### src/sv/hpp_pkg.sv
// Shared types and constants for the H.261 picture header parser.
`timescale 1ns / 1ps

package hpp_pkg;

    // Bits collected after the start-code '1': four skipped, nine kept.
    localparam int HDR_BITS  = 13;
    localparam int INFO_W    = 9;
    localparam int BYTE_W    = 8;
    localparam int CNT_W     = 4;
    localparam int SHIFT_W   = 3;
    // Largest bit count for which a whole byte still fits in the header.
    localparam int FULL_MAX  = HDR_BITS - BYTE_W;
    localparam int TR_W      = 5;
    localparam int TDATA_W   = 16;

    typedef enum logic {
        PH_SEARCH  = 1'b0,
        PH_COLLECT = 1'b1
    } t_phase;

    typedef struct packed {
        logic [BYTE_W-1:0] data_byte;
        logic              end_of_buffer;
    } t_in_word;

    typedef struct packed {
        logic [TR_W-1:0] temporal_ref;
        logic            split_screen;
        logic            document_camera;
        logic            freeze_release;
        logic            is_cif;
        logic            status;
    } t_result;

    localparam logic STAT_OK  = 1'b0;
    localparam logic STAT_EOB = 1'b1;

endpackage

### src/sv/h261_picture_header_parser.sv
// Top level of the H.261 picture header parser: stream ports and result register.
`timescale 1ns / 1ps

// Byte-stream H.261 picture header parser. Bytes enter on the s_axis side one
// word per cycle, MSB first, with s_axis_tlast marking the last byte of the
// frame buffer. Zero bytes are skipped; the top set bit of the first nonzero
// byte is taken as the final '1' of the picture start code. The following 13
// bits are gathered, the first four dropped and the last nine reported as the
// temporal reference and the four picture-type flags, with tuser = 0. If the
// buffer ends before a header is complete, one word with tuser = 1 and all
// tdata bits zero is sent instead. Bits of the completing byte past the header
// are dropped and the parser goes back to searching. Throughput is one byte
// per clock: the start-bit priority encode and the byte shift sit in a single
// stage between the input register and the result register, so a result word
// is loaded into the result register as the parser takes its completing byte.
// Input is held off only while the result register is full and not being
// drained.
module h261_picture_header_parser (
    input  logic        i_clk,
    input  logic        i_rst_n,
    input  logic        s_axis_tvalid,
    output logic        s_axis_tready,
    input  logic [7:0]  s_axis_tdata,   // [7:0] data_byte
    input  logic        s_axis_tlast,   // end_of_buffer
    output logic        m_axis_tvalid,
    input  logic        m_axis_tready,
    output logic [15:0] m_axis_tdata,   // [4:0] temporal_ref, [5] split_screen,
                                        // [6] document_camera, [7] freeze_release,
                                        // [8] is_cif, [15:9] zero
    output logic [0:0]  m_axis_tuser    // [0] status: 0 parsed, 1 buffer ended
);

    hpp_pkg::t_in_word w_in_word;
    hpp_pkg::t_in_word w_st_word;
    logic              w_st_valid;
    logic              w_advance;
    logic              w_res_valid;
    hpp_pkg::t_result  w_res;
    logic              w_out_free;

    // Result register
    logic              r_out_valid;
    hpp_pkg::t_result  r_out;

    assign w_in_word.data_byte     = s_axis_tdata;
    assign w_in_word.end_of_buffer = s_axis_tlast;

    hpp_in_stage u_in_stage (
        .i_clk     (i_clk),
        .i_rst_n   (i_rst_n),
        .i_valid   (s_axis_tvalid),
        .i_word    (w_in_word),
        .i_advance (w_advance),
        .o_ready   (s_axis_tready),
        .o_valid   (w_st_valid),
        .o_word    (w_st_word)
    );

    // Result register free once empty or being taken this cycle.
    assign w_out_free = !r_out_valid || m_axis_tready;

    hpp_parser u_parser (
        .i_clk       (i_clk),
        .i_rst_n     (i_rst_n),
        .i_valid     (w_st_valid),
        .i_word      (w_st_word),
        .i_out_free  (w_out_free),
        .o_advance   (w_advance),
        .o_res_valid (w_res_valid),
        .o_res       (w_res)
    );

    always_ff @(posedge i_clk) begin
        if (!i_rst_n) begin
            r_out_valid <= 1'b0;
        end else if (w_out_free) begin
            r_out_valid <= w_res_valid;
        end
    end

    always_ff @(posedge i_clk) begin
        if (w_res_valid) begin
            r_out <= w_res;
        end
    end

    assign m_axis_tvalid = r_out_valid;
    assign m_axis_tdata  = {7'b0, r_out.is_cif, r_out.freeze_release,
                            r_out.document_camera, r_out.split_screen,
                            r_out.temporal_ref};
    assign m_axis_tuser  = r_out.status;

    a_reset_empty: assert property (@(posedge i_clk)
        !i_rst_n |=> !m_axis_tvalid)
        else $error("result valid straight after reset");

    a_load_shows: assert property (@(posedge i_clk) disable iff (!i_rst_n)
        w_res_valid |=> m_axis_tvalid)
        else $error("produced result not presented");

    a_eob_zero: assert property (@(posedge i_clk) disable iff (!i_rst_n)
        (m_axis_tvalid && m_axis_tuser[0]) |-> m_axis_tdata == '0)
        else $error("buffer-end word carries header bits");

endmodule

### src/sv/hpp_in_stage.sv
// Input register stage: holds one stream word until the parser takes it.
`timescale 1ns / 1ps

module hpp_in_stage (
    input  logic             i_clk,
    input  logic             i_rst_n,
    input  logic             i_valid,
    input  hpp_pkg::t_in_word i_word,
    input  logic             i_advance,
    output logic             o_ready,
    output logic             o_valid,
    output hpp_pkg::t_in_word o_word
);

    logic              r_valid;
    hpp_pkg::t_in_word r_word;

    assign o_ready = !r_valid || i_advance;
    assign o_valid = r_valid;
    assign o_word  = r_word;

    always_ff @(posedge i_clk) begin
        if (!i_rst_n) begin
            r_valid <= 1'b0;
        end else if (o_ready) begin
            r_valid <= i_valid;
        end
    end

    always_ff @(posedge i_clk) begin
        if (o_ready && i_valid) begin
            r_word <= i_word;
        end
    end

endmodule

### src/sv/hpp_parser.sv
// Start-bit search and header bit collection, one byte per cycle while no result waits on a full output register.
`timescale 1ns / 1ps

module hpp_parser (
    input  logic              i_clk,
    input  logic              i_rst_n,
    input  logic              i_valid,
    input  hpp_pkg::t_in_word i_word,
    input  logic              i_out_free,
    output logic              o_advance,
    output logic              o_res_valid,
    output hpp_pkg::t_result  o_res
);

    hpp_pkg::t_phase                   r_phase, n_phase;
    logic [hpp_pkg::INFO_W-1:0]        r_buf, n_buf;
    logic [hpp_pkg::CNT_W-1:0]         r_cnt, n_cnt;

    logic                              w_produce;
    logic [hpp_pkg::SHIFT_W-1:0]       w_pos;
    logic [hpp_pkg::BYTE_W-1:0]        w_low;
    logic [hpp_pkg::SHIFT_W-1:0]       w_sh;
    logic [hpp_pkg::CNT_W-1:0]         w_cnt_next;
    logic [hpp_pkg::INFO_W+hpp_pkg::BYTE_W-1:0] w_cat;
    logic [hpp_pkg::INFO_W-1:0]        w_buf_next;

    // Priority encode: position of the top set bit, and the bits below it.
    always_comb begin
        w_pos = '0;
        for (int i = 0; i < hpp_pkg::BYTE_W; i++) begin
            if (i_word.data_byte[i]) begin
                w_pos = hpp_pkg::SHIFT_W'(i);
            end
        end
        for (int i = 0; i < hpp_pkg::BYTE_W; i++) begin
            w_low[i] = i_word.data_byte[i] && (hpp_pkg::SHIFT_W'(i) < w_pos);
        end
    end

    // Collect step: whole byte while it fits, else only the bits still needed.
    always_comb begin
        if (r_cnt > hpp_pkg::CNT_W'(hpp_pkg::FULL_MAX)) begin
            w_sh       = hpp_pkg::SHIFT_W'(r_cnt - hpp_pkg::CNT_W'(hpp_pkg::FULL_MAX));
            w_cnt_next = hpp_pkg::CNT_W'(hpp_pkg::HDR_BITS);
        end else begin
            w_sh       = '0;
            w_cnt_next = r_cnt + hpp_pkg::CNT_W'(hpp_pkg::BYTE_W);
        end
        w_cat      = {r_buf, i_word.data_byte} >> w_sh;
        w_buf_next = w_cat[hpp_pkg::INFO_W-1:0];
    end

    always_comb begin
        n_phase   = r_phase;
        n_buf     = r_buf;
        n_cnt     = r_cnt;
        w_produce = 1'b0;
        o_res     = '0;
        o_res.status = hpp_pkg::STAT_EOB;
        case (r_phase)
            hpp_pkg::PH_SEARCH: begin
                if (i_word.end_of_buffer) begin
                    w_produce = 1'b1;
                end else if (i_word.data_byte != '0) begin
                    n_phase = hpp_pkg::PH_COLLECT;
                    n_buf   = hpp_pkg::INFO_W'(w_low);
                    n_cnt   = hpp_pkg::CNT_W'(w_pos);
                end
            end
            hpp_pkg::PH_COLLECT: begin
                if (w_cnt_next == hpp_pkg::CNT_W'(hpp_pkg::HDR_BITS)) begin
                    w_produce             = 1'b1;
                    o_res.temporal_ref    = w_buf_next[8:4];
                    o_res.split_screen    = w_buf_next[3];
                    o_res.document_camera = w_buf_next[2];
                    o_res.freeze_release  = w_buf_next[1];
                    o_res.is_cif          = w_buf_next[0];
                    o_res.status          = hpp_pkg::STAT_OK;
                    n_phase = hpp_pkg::PH_SEARCH;
                    n_buf   = '0;
                    n_cnt   = '0;
                end else if (i_word.end_of_buffer) begin
                    w_produce = 1'b1;
                    n_phase   = hpp_pkg::PH_SEARCH;
                    n_buf     = '0;
                    n_cnt     = '0;
                end else begin
                    n_buf = w_buf_next;
                    n_cnt = w_cnt_next;
                end
            end
            default: begin
                n_phase = hpp_pkg::PH_SEARCH;
                n_buf   = '0;
                n_cnt   = '0;
            end
        endcase
    end

    // A word that yields nothing moves on even while the result register is full.
    assign o_advance   = i_valid && (i_out_free || !w_produce);
    assign o_res_valid = o_advance && w_produce;

    always_ff @(posedge i_clk) begin
        if (!i_rst_n) begin
            r_phase <= hpp_pkg::PH_SEARCH;
            r_buf   <= '0;
            r_cnt   <= '0;
        end else if (o_advance) begin
            r_phase <= n_phase;
            r_buf   <= n_buf;
            r_cnt   <= n_cnt;
        end
    end

    a_search_clear: assert property (@(posedge i_clk) disable iff (!i_rst_n)
        r_phase == hpp_pkg::PH_SEARCH |-> (r_cnt == '0 && r_buf == '0))
        else $error("search phase with bits held");

    a_collect_short: assert property (@(posedge i_clk) disable iff (!i_rst_n)
        r_phase == hpp_pkg::PH_COLLECT |-> r_cnt < hpp_pkg::CNT_W'(hpp_pkg::HDR_BITS))
        else $error("collect phase holding a complete header");

    a_no_overwrite: assert property (@(posedge i_clk) disable iff (!i_rst_n)
        o_res_valid |-> i_out_free)
        else $error("result produced into a full output register");

endmodule
### config.mk
export PLATFORM = sky130hd
export DESIGN_NAME = h261_picture_header_parser
export DESIGN_NICKNAME = d
export VERILOG_FILES = /design/src/sv/hpp_pkg.sv /design/src/sv/h261_picture_header_parser.sv /design/src/sv/hpp_in_stage.sv /design/src/sv/hpp_parser.sv
export SDC_FILE = /design/constraint.sdc
export NUM_CORES = 1
export LEC_CHECK = 0
export BUFFER_PORTS_ARGS = -buffer_cell sky130_fd_sc_hd__buf_4
export CAP_MARGIN = 20
export CORE_MARGIN = 1.5
export CORE_UTILIZATION = 35
export CTS_BUF_LIST = sky130_fd_sc_hd__clkbuf_8
export DETAILED_ROUTE_END_ITERATION = 10
export PLACE_DENSITY_LB_ADDON = 0.25
export SYNTH_ARGS = -nofsm -noshare
export SYNTH_HDL_FRONTEND = slang
export SYNTH_SLANG_ARGS = --single-unit
### constraint.sdc
create_clock -name i_clk -period 3.2 [get_ports i_clk]
set_clock_uncertainty 0.05 [all_clocks]
set_input_delay 0.32 -clock i_clk [delete_from_list [all_inputs] [get_ports i_clk]]
set_output_delay 0.32 -clock i_clk [all_outputs]
set_load 0.005 [all_outputs]
# ---- Word level (Yosys, flattened, before mapping)
# Cells that the tools add are included.
dict set report word_totals {
  input_bits 13
  wordCells 77
  out_inout_bits 19
  latchBits 0
  n_memories 0
  register_bits 35
  rom_bits 0
  ramBits 0
}
dict set report classes {
  div_mod_pow 0
  n_addsub 2
  n_lt_le_gt_ge 9
  n_reduce_logical 20
  n_eq_ne 3
  shift 1
  mux 28
  n_bitwise 1
  mul 0
}
# cell n
set op_table {}
lappend op_table {{two-way mux 9 bit} 4}
lappend op_table {{two-way mux 4 bit} 5}
lappend op_table {{one-hot mux 9 bit (2 select lines)} 1}
lappend op_table {{>> shifter 17 x 3 -> 9 bit} 1}
lappend op_table {{two-way mux 3 bit} 5}
lappend op_table {{< comparator 3 bit, first input constant} 4}
lappend op_table {{logical AND 1 bit} 11}
lappend op_table {{two-way mux 1 bit} 8}
lappend op_table {{one-hot mux 4 bit (2 select lines)} 1}
lappend op_table {{nonzero test 8 bit} 1}
lappend op_table {{< comparator 1 x 3 -> 1 bit, first input constant} 2}
lappend op_table {{< comparator 2 x 3 -> 1 bit, first input constant} 2}
lappend op_table {{adder 4 bit, second input constant} 1}
lappend op_table {{equality test 4 bit, second input constant} 1}
lappend op_table {{> comparator 4 x 3 -> 1 bit, second input constant} 1}
lappend op_table {{two-way mux 2 bit} 2}
lappend op_table {{one-hot mux 1 bit (2 select lines)} 2}
lappend op_table {{logical NOT 1 bit} 3}
lappend op_table {{logical OR 1 bit} 3}
lappend op_table {{AND reduction 3 bit} 1}
lappend op_table {{subtractor 3 bit, second input constant} 1}
lappend op_table {{inequality test 2 x 1 -> 1 bit, second input constant} 1}
lappend op_table {{inequality test 2 bit, second input constant} 1}
lappend op_table {{AND reduction 2 bit} 1}
lappend op_table {{inverter 1 bit} 1}

# ---- Logic depth before layout (Yosys ltp)
# Gate-level depths: netlist of the first run.
dict set report depth {
  word_depth 12
  ltp_mapped 10
  ltp_nobuf 8
}

# ---- Cells and area by module
# Synthesis of the first run repeated with hierarchy kept, for this count alone.
dict set report unflattened {
  cells_unflattened 239
  hier_area_um2 2227.1
}
# module seq_area_each_um2 area_each_um2 cells_per_inst n_inst
set modules_own_cells {}
lappend modules_own_cells {hpp_parser 260.2 1493.9 203 1}
lappend modules_own_cells {h261_picture_header_parser 320.3 405.4 22 1}
lappend modules_own_cells {hpp_in_stage 290.3 327.8 14 1}

# ---- Worst setup path after synthesis of the first run
# Ideal clock, no wire load.
dict set report synth_path {
  path_kind {reg-to-reg}
  start {reg u_parser.r_cnt[0] (netlist bit)}
  end {reg r_out, in the netlist m_axis_tdata[1], data pin}
  synth_period_minus_slack_ns 2.429
  setup_ns 0.154
  t_arrival_ns 2.225
  path_stages_with_launch 8
  n_path_buf 1
  required_time_ns 2.996
  path_slack_ns 0.771
  cell_sequence {dfxtp_1 -> clkbuf_1 -> inv_1 -> ha_1 -> or3b_4 -> a21oi_1 -> mux2_2 -> o22ai_1}
}
dict set report synth_between {
  elab_chain_cells 4
  elab_cells_between_ends 8
  cone_classes {add/sub: 2; order compare: 1; eq/ne: 1; shift: 1; mux: 2; reduce/logical: 1}
}
# item line_no
set synth_lines {}
lappend synth_lines {{start: declaration} hpp_parser.sv:17} ;# logic [hpp_pkg::CNT_W-1:0] r_cnt, n_cnt;
lappend synth_lines {{start signal: assignment} hpp_parser.sv:112} ;# r_cnt <= n_cnt;
lappend synth_lines {{adder 4 bit / > comparator 4 x 3 -> 1 bit (equally long branches)} {hpp_parser.sv:47, hpp_parser.sv:42}}
lappend synth_lines {{two-way mux 4 bit} hpp_parser.sv:42} ;# if (r_cnt > hpp_pkg::CNT_W'(hpp_pkg::FULL_MAX)) begin
lappend synth_lines {{equality test 4 bit} hpp_parser.sv:71} ;# if (w_cnt_next == hpp_pkg::CNT_W'(hpp_pkg::HDR_BITS)) begin
lappend synth_lines {{AND reduction 2 bit (no line)} -}
lappend synth_lines {{end signal: assignment} h261_picture_header_parser.sv:83} ;# r_out <= w_res;
lappend synth_lines {{end: declaration} h261_picture_header_parser.sv:43} ;# hpp_pkg::t_result r_out;
# Several ways; a longest one is shown, not always the timed one.
# A chain may end at the register's enable or synchronous reset.

# ---- Final worst setup path of the first run
dict set report layout_path {
  start {reg u_parser.r_cnt[0] (netlist bit)}
  end {out s_axis_tready}
}
dict set report layout_between {
  elab_chain_cells 9
  elab_cells_between_ends 10
  cone_classes {add/sub: 1; order compare: 1; eq/ne: 1; mux: 3; reduce/logical: 4}
}
# item line_no
set layout_lines {}
lappend layout_lines {{adder 4 bit / > comparator 4 x 3 -> 1 bit (equally long branches)} {hpp_parser.sv:47, hpp_parser.sv:42}}
lappend layout_lines {{two-way mux 4 bit (*)} hpp_parser.sv:42}
lappend layout_lines {{equality test 4 bit (*)} hpp_parser.sv:71}
lappend layout_lines {{two-way mux 1 bit (*)} hpp_parser.sv:71}
lappend layout_lines {{one-hot mux 1 bit (2 select lines) (*)} hpp_parser.sv:60} ;# case (r_phase)
lappend layout_lines {{logical NOT 1 bit (*)} hpp_parser.sv:101} ;# assign o_advance = i_valid && (i_out_free || !w_produce);
lappend layout_lines {{logical OR 1 bit (*)} hpp_parser.sv:101}
lappend layout_lines {{logical AND 1 bit (*)} hpp_parser.sv:101}
lappend layout_lines {{logical OR 1 bit (*)} hpp_in_stage.sv:18} ;# assign o_ready = !r_valid || i_advance;
lappend layout_lines {{end: declaration} h261_picture_header_parser.sv:22} ;# output logic s_axis_tready,
# Mark *: on every way between the ends. The rest lies on a longest branch, timed or not.

==> results_dict.tcl, run 1 <==
set metrics [dict create \
    syn2layout_area_growth_pct 12.7 \
    tightest_slew_ps 707 \
    yosysSeqAreaShare_pct 39.9 \
    muxShareOfSynthArea_pct 8.20 \
    totalPowerFinal_uw 972 \
    die_area_um2 6720 \
    wl_per_cell_um 16.8 \
    synth_top_family_by_area "compound AO/OA/AOI/OAI gates" \
    die-height_um 82.0 \
    cts-hold-fix-buffers 0 \
    crit_path_end_kind "output port" \
    grt_pass1_vias 1732 \
    gr-total-overflow 0 \
    yosys_warnings 0 \
    postRouteAntennaNets 0 \
    slew_viol_final 0 \
    dp.cells 310 \
    synth_cell_type_count 60 \
    fmax_ghz 0.412 \
    root_buffer "clkbuf_8" \
    drcViolationCount 0 \
    stdcell_count 318 \
    whs_path_depth 1 \
    diodes 0 \
    cts_tree "yes" \
    hold_viol 0 \
    vdd_ir_drop_max_mv 0.246 \
    synth_seq_cells 34 \
    dp_hpwl_um 3950 \
    power.density_nw_per_um2 395 \
    cts_made_buffers 5 \
    clk_latency_ps 290 \
    hold_path.class "primary input to register" \
    rsz0062_at_grt "false" \
    r2r_cells 7 \
    via_per_inst 5.78 \
    cp_max_fo 6 \
    arrival_ps 2060 \
    cts.sinks 34 \
    synth_area_um2 2180 \
    coreArea_um2 5960 \
    path_clk_slew_ps 70 \
    status "complete, no violations" \
    synthXorXnorAreaFrac_pct 0.401 \
    drt_iter0_markers 150 \
    max_slew_margin_pct 52.7 \
    synth_simple_gate_area_share_pct 16.6 \
    dr_total_vias 1838 \
    required_ps 2830 \
    io_pins 32 \
    critical_path_class "register to output port" \
    postCtsSetupBuffers 0 \
    synth_edf_count 19 \
    finalSetupTns_ps 0 \
    antenna_found_initial 0 \
    yosys.area_share.adder_pct 1.15 \
    final_layout_size_suffix_gt1_share_pct 20.2 \
    ys.flop_type "edfxtp_1" \
    routabilityCongestion 0.876 \
    clockBufferDepth 2 \
    nets 257 \
    grt_max_degree 18 \
    start_kind "register" \
    hold_slack_ps 154 \
    dieWidth_um 82.0 \
    start_util_pct 36.6 \
    syn_avg_cell_area_um2 9.79 \
    first_pass_iters 4 \
    drt-total-wl_um 5350 \
    finalSetupViolations 0 \
    portBuffers 24 \
    drv_cap 0 \
    finalCriticalPeriod_ps 2430 \
    final.period_utilization_pct 75.8 \
    grt.total_usage_pct 17.7 \
    synth_compound_area_share_pct 26.3 \
    synthArstFlopShare_pct 0 \
    rows 28 \
    grt_pass1_wl_um 8760 \
    postCtsResizedCells 0 \
    ctsHtreeMaxLevel 2 \
    power_leakage_nw 0.892 \
    synthCells 223 \
]
## logic make-up after synthesis
kind of cell	after synthesis
buffers and inverters	32
AND/OR/NAND/NOR	63
other	1
adder cells (fa/ha/maj)	2
flip-flops	34
multiplexers	17
AO/OA/AOI/OAI	73
XOR/XNOR	1
## worst paths after layout
kind                                              to         startpoint  slack (ps)
worst min register to register     u_parser.r_buf[7]  u_parser.r_buf[7]         440
worst max-delay path                   s_axis_tready  u_parser.r_cnt[0]         770
worst min-delay path            u_in_stage.o_word[8]    s_axis_tdata[7]         150
worst max register to register     u_parser.r_buf[5]  u_parser.r_cnt[0]         800
## sequential cells by signal, indices dropped and copies added (netlist names)
| register | cells |
|---|---|
| u_parser.r_cnt | 4 |
| u_in_stage.o_word | 9 |
| m_axis_tuser | 1 |
| u_parser.r_phase | 1 |
| u_parser.r_buf | 8 |
| u_in_stage.o_valid | 1 |
| m_axis_tvalid | 1 |
| m_axis_tdata | 9 |
## synth_stat cells, drive strengths merged, types with 2 or more instances
cell / count / share of area, %
a211oi: 2 / 0.69
a21oi: 8 / 1.8
a221o: 2 / 0.92
a31oi: 3 / 1.5
and2: 2 / 0.57
and3: 2 / 0.57
buf: 13 / 4.0
clkbuf: 7 / 1.3
dfxtp: 15 / 14
edfxtp: 19 / 26
ha: 2 / 1.1
inv: 12 / 2.1
mux2: 7 / 3.6
mux2i: 10 / 4.6
nand2: 15 / 2.8
nand2b: 4 / 1.1
nand3: 5 / 1.1
nand4: 6 / 1.7
nor2: 12 / 2.1
nor2b: 3 / 0.86
nor3: 3 / 0.69
nor3b: 2 / 0.92
o2111ai: 3 / 1.2
o211a: 3 / 1.4
o211ai: 9 / 3.1
o21a: 4 / 1.4
o21ai: 13 / 3.2
o221ai: 6 / 2.7
o22ai: 7 / 2.0
o311ai: 2 / 0.80
o31ai: 2 / 0.69
o32a: 2 / 0.92
## worst max-delay path, cell delays in order, from the launching register on
cell and delay [ps]:
dfxtp_1 310, inv_1 150, ha_1 270, nor2_1 80
o21ai_0 320, a21oi_1 200, o2111ai_1 280, buf_4 160
## layout by cell type (no fill, tap or decap), drive strengths merged, types with 8 or more instances in the layout
| master | netlist | final |
|---|---|---|
| a21oi | 8 | 8 |
| nand2 | 15 | 15 |
| dfxtp | 15 | 15 |
| nor2 | 12 | 12 |
| mux2i | 10 | 10 |
| edfxtp | 19 | 19 |
| buf | 13 | 26 |
| inv | 12 | 13 |
| o21ai | 13 | 13 |
| o211ai | 9 | 9 |
## layer usage
metal / track usage [%] / up-vias / routed length, um
met4: 8.81 / 0 / 142
li1: - / 892 / -
met1: 23.1 / 867 / 2540
met5: 0 / - / 0
met2: 27.6 / 65 / 2390
met3: 3.56 / 14 / 276
## where the power goes
| part | internal, mW | switching, mW |
|---|---|---|
| logic | 0.0733 | 0.0880 |
| registers | 0.481 | 0.0300 |
| clock network | 0.146 | 0.153 |
| total | 0.701 | 0.271 |
## metrics by stage
step	cell area, um2	setup WS (ps)	util, %
after floorplan	2200	771	-
after global placement	2380	824	39.9
after detailed placement	2380	824	39.9
after CTS	2460	763	41.3
after global routing	2460	533	41.3
final	2460	774	41.3
## area by class of cell
class,count,area [um2]
clock buffer,5,68.8
clock inverter,3,12.5
fill,604,3500
inverter,12,45.0
multi-input combinational,163,1170
sequential,34,871
tap,75,93.8
timing repair buffer,26,195
(Power assumes the default switching activity.)
==> inputs of run 2 (changes only) <==
--- a/config.mk
+++ b/config.mk
@@ -5,6 +5,7 @@
 export SDC_FILE = /design/constraint.sdc
 export NUM_CORES = 1
 export LEC_CHECK = 0
+export ABC_AREA = 1
 export BUFFER_PORTS_ARGS = -buffer_cell sky130_fd_sc_hd__buf_4
 export CAP_MARGIN = 20
 export CORE_MARGIN = 1.5
==> constraint.sdc (replaced) <==
create_clock -name i_clk -period 2 [get_ports i_clk]
set_clock_uncertainty 0.05 [all_clocks]
set_input_delay 0.2 -clock i_clk [delete_from_list [all_inputs] [get_ports i_clk]]
set_output_delay 0.2 -clock i_clk [all_outputs]
set_load 0.005 [all_outputs]
==> results_dict.tcl, run 2 <==
set metrics [dict create \
    status "complete, no violations" \
    rows 28 \
    cpMaxStageDelayCell "dfxtp_4" \
    rsz0062_at_grt "false" \
    yosys-top-cells-area "edfxtp_1 27%, dfxtp_1 14%, nand3_1 13%, nand2_1 9.3%, nor2_1 6.4%" \
    cp_max_fo 5 \
    grt_busiest_layer "met2" \
    critical_path.top_delay_family "simple AND/OR/NAND/NOR gates" \
    crit_chain "inv_2 -> ha_2 -> inv_2 -> nand3_4 -> o211ai_4 -> nand3_2 -> nand2_4 -> nand3_2 -> buf_4" \
    finalSetupViolations 0 \
    grt_pass1_vias 1819 \
    yosysSeqAreaShare_pct 41.4 \
    postRouteAntennaNets 0 \
    p_sw_uw 453 \
    mostFrequentLayoutCells "55 x nand3_1, 51 x nand2_1, 38 x buf_4" \
    final_common_cell "nand3_1" \
    totalPowerFinal_mw 1.63 \
    final_layout_size_suffix_gt1_share_pct 23.8 \
    syn_avg_cell_area_um2 7.54 \
    critical_path_class "register to output port" \
    yosysMostFrequentCell "nand3_1" \
    start_util_pct 36.0 \
    slew_viol_final 0 \
    grt.total_usage_pct 17.7 \
    required_ps 1750 \
    power.density_nw_per_um2 643 \
    arrival_ps 1660 \
    synthCells 279 \
    grt_max_degree 16 \
    root_buffer "clkbuf_8" \
    gr-total-overflow 0 \
    drt-total-wl_um 5330 \
    p_sw_share_pct 27.7 \
    yosys_warnings 0 \
    start_kind "register" \
    synth_area_um2 2100 \
    crit_path_end_kind "output port" \
    clk_latency_ps 300 \
    use_met2_pct 28.3 \
    final.period_utilization_pct 95.6 \
    drt_iter0_markers 178 \
    synth_top_area_cell "edfxtp_1" \
    cts_made_buffers 5 \
    diodes 0 \
    p_int_mw 1.18 \
    dp_hpwl_um 3950 \
    clockBufferDepth 2 \
    drv_cap 0 \
    combPwrFrac_pct 16.7 \
    path_clk_slew_ps 70 \
    clockPowerShare_pct 34.6 \
    vdd_ir_drop_max_mv 0.357 \
    die_area_um2 6490 \
    synthArstFlopShare_pct 0 \
    via_per_inst 4.99 \
    die-height_um 80.5 \
    worst_slack_ps 87.3 \
    path_buf_inv 3 \
    io_pins 32 \
    synth_seq_cells 34 \
    hold_viol 0 \
    synth_cell_type_count 32 \
    first_pass_iters 4 \
    dieWidth_um 80.5 \
    grt_pass1_wl_um 8630 \
    portBuffers 24 \
    dr_total_vias 1946 \
    power_leakage_nw 1.11 \
    ys.flop_type "edfxtp_1" \
    multi_input_area_um2 1060 \
    synth_edf_count 19 \
    met3_usage_pct 3.98 \
    drcViolationCount 0 \
    coreArea_um2 5850 \
    seq_area_um2 876 \
    ctsHtreeMaxLevel 2 \
    gr-usage-met1_pct 22.5 \
    wl_per_cell_um 13.7 \
    utilization_pct 43.4 \
    dp_slack_ps -17.8 \
    fmax_ghz 0.523 \
    syn2layout_area_growth_pct 20.7 \
    critPathMaxStageDelay_ps 370 \
    antenna_found_initial 0 \
    cts.sinks 34 \
    routabilityCongestion 0.865 \
    fillCellCount 597 \
    finalCriticalPeriod_ps 1910 \
    nets 329 \
    cts_tree "yes" \
    synth_common_cells "56 x nand3_1, 52 x nand2_1, 36 x nor2_1" \
    netlist.area_leader.share_pct 27.1 \
    hold_path.class "primary input to register" \
    p_seq_share_pct 48.7 \
]
## run 2: power by group through the flow
| stage | Clock (mW) | Sequential, mW | Combinational (mW) |
|---|---|---|---|
| 6_report | 0.566 | 0.795 | 0.272 |
| 5_1_grt | 0.603 | 0.799 | 0.307 |
| 4_1_cts | 0.581 | 0.794 | 0.262 |
| 3_5_place_dp | 0 | 0.809 | 0.261 |
| 3_3_place_gp | 0 | 0.808 | 0.261 |
| 2_1_floorplan | 0 | 0.805 | 0.187 |
## run 2: area by class of cell
type / count / share of cell area [%]
clock inverter: 1 / 0.148
inverter: 32 / 4.83
sequential: 34 / 34.5
multi-input combinational: 203 / 41.9
tap: 75 / 3.69
timing repair buffer: 38 / 11.2
clock buffer: 7 / 3.79
## run 2: path summary, 6_finish.rpt
kind                     startpoint                   end  slack [ps]  cells after the start
setup / recovery  u_parser.r_cnt[0]         s_axis_tready          90                      9
hold reg to reg   u_parser.r_cnt[3]     u_parser.r_cnt[3]         440                      2
setup reg to reg  u_parser.r_cnt[0]       m_axis_tdata[0]         140                     10
hold / removal      s_axis_tdata[7]  u_in_stage.o_word[8]          30                      1
## run 2: cells by family after synthesis
group	share of synthesized area, %
flops	41.4
compound gates	11.2
other cells	0.178
buf+inv	11.3
simple gates	34.8
fa+ha+maj	1.19
## run 2: stage by stage
step / instances / hold WS [ps] / cell area [um2] / TNS [ps]
CTS: 390 / 25.2 / 2490 / 0
global placement: 382 / 328 / 2390 / 0
finish: 390 / 27.7 / 2540 / 0
floorplan: 285 / 249 / 2130 / 0
global route: 390 / 20.3 / 2540 / 0
detailed placement: 382 / 329 / 2390 / -29.3
## run 2: repair_timing
action | in CTS | in global routing
setup buffers | 0 | 0
endpoints found under the setup margin | 4 | 39
hold buffers | 0 | 0
pin swaps | 0 | 2
resized for setup | 2 | 14
## run 2: layer usage
layer / vias up / routed length [um]
met5: - / 0
met4: 0 / 129
met3: 13 / 408
met2: 74 / 2400
met1: 868 / 2390
li1: 991 / -
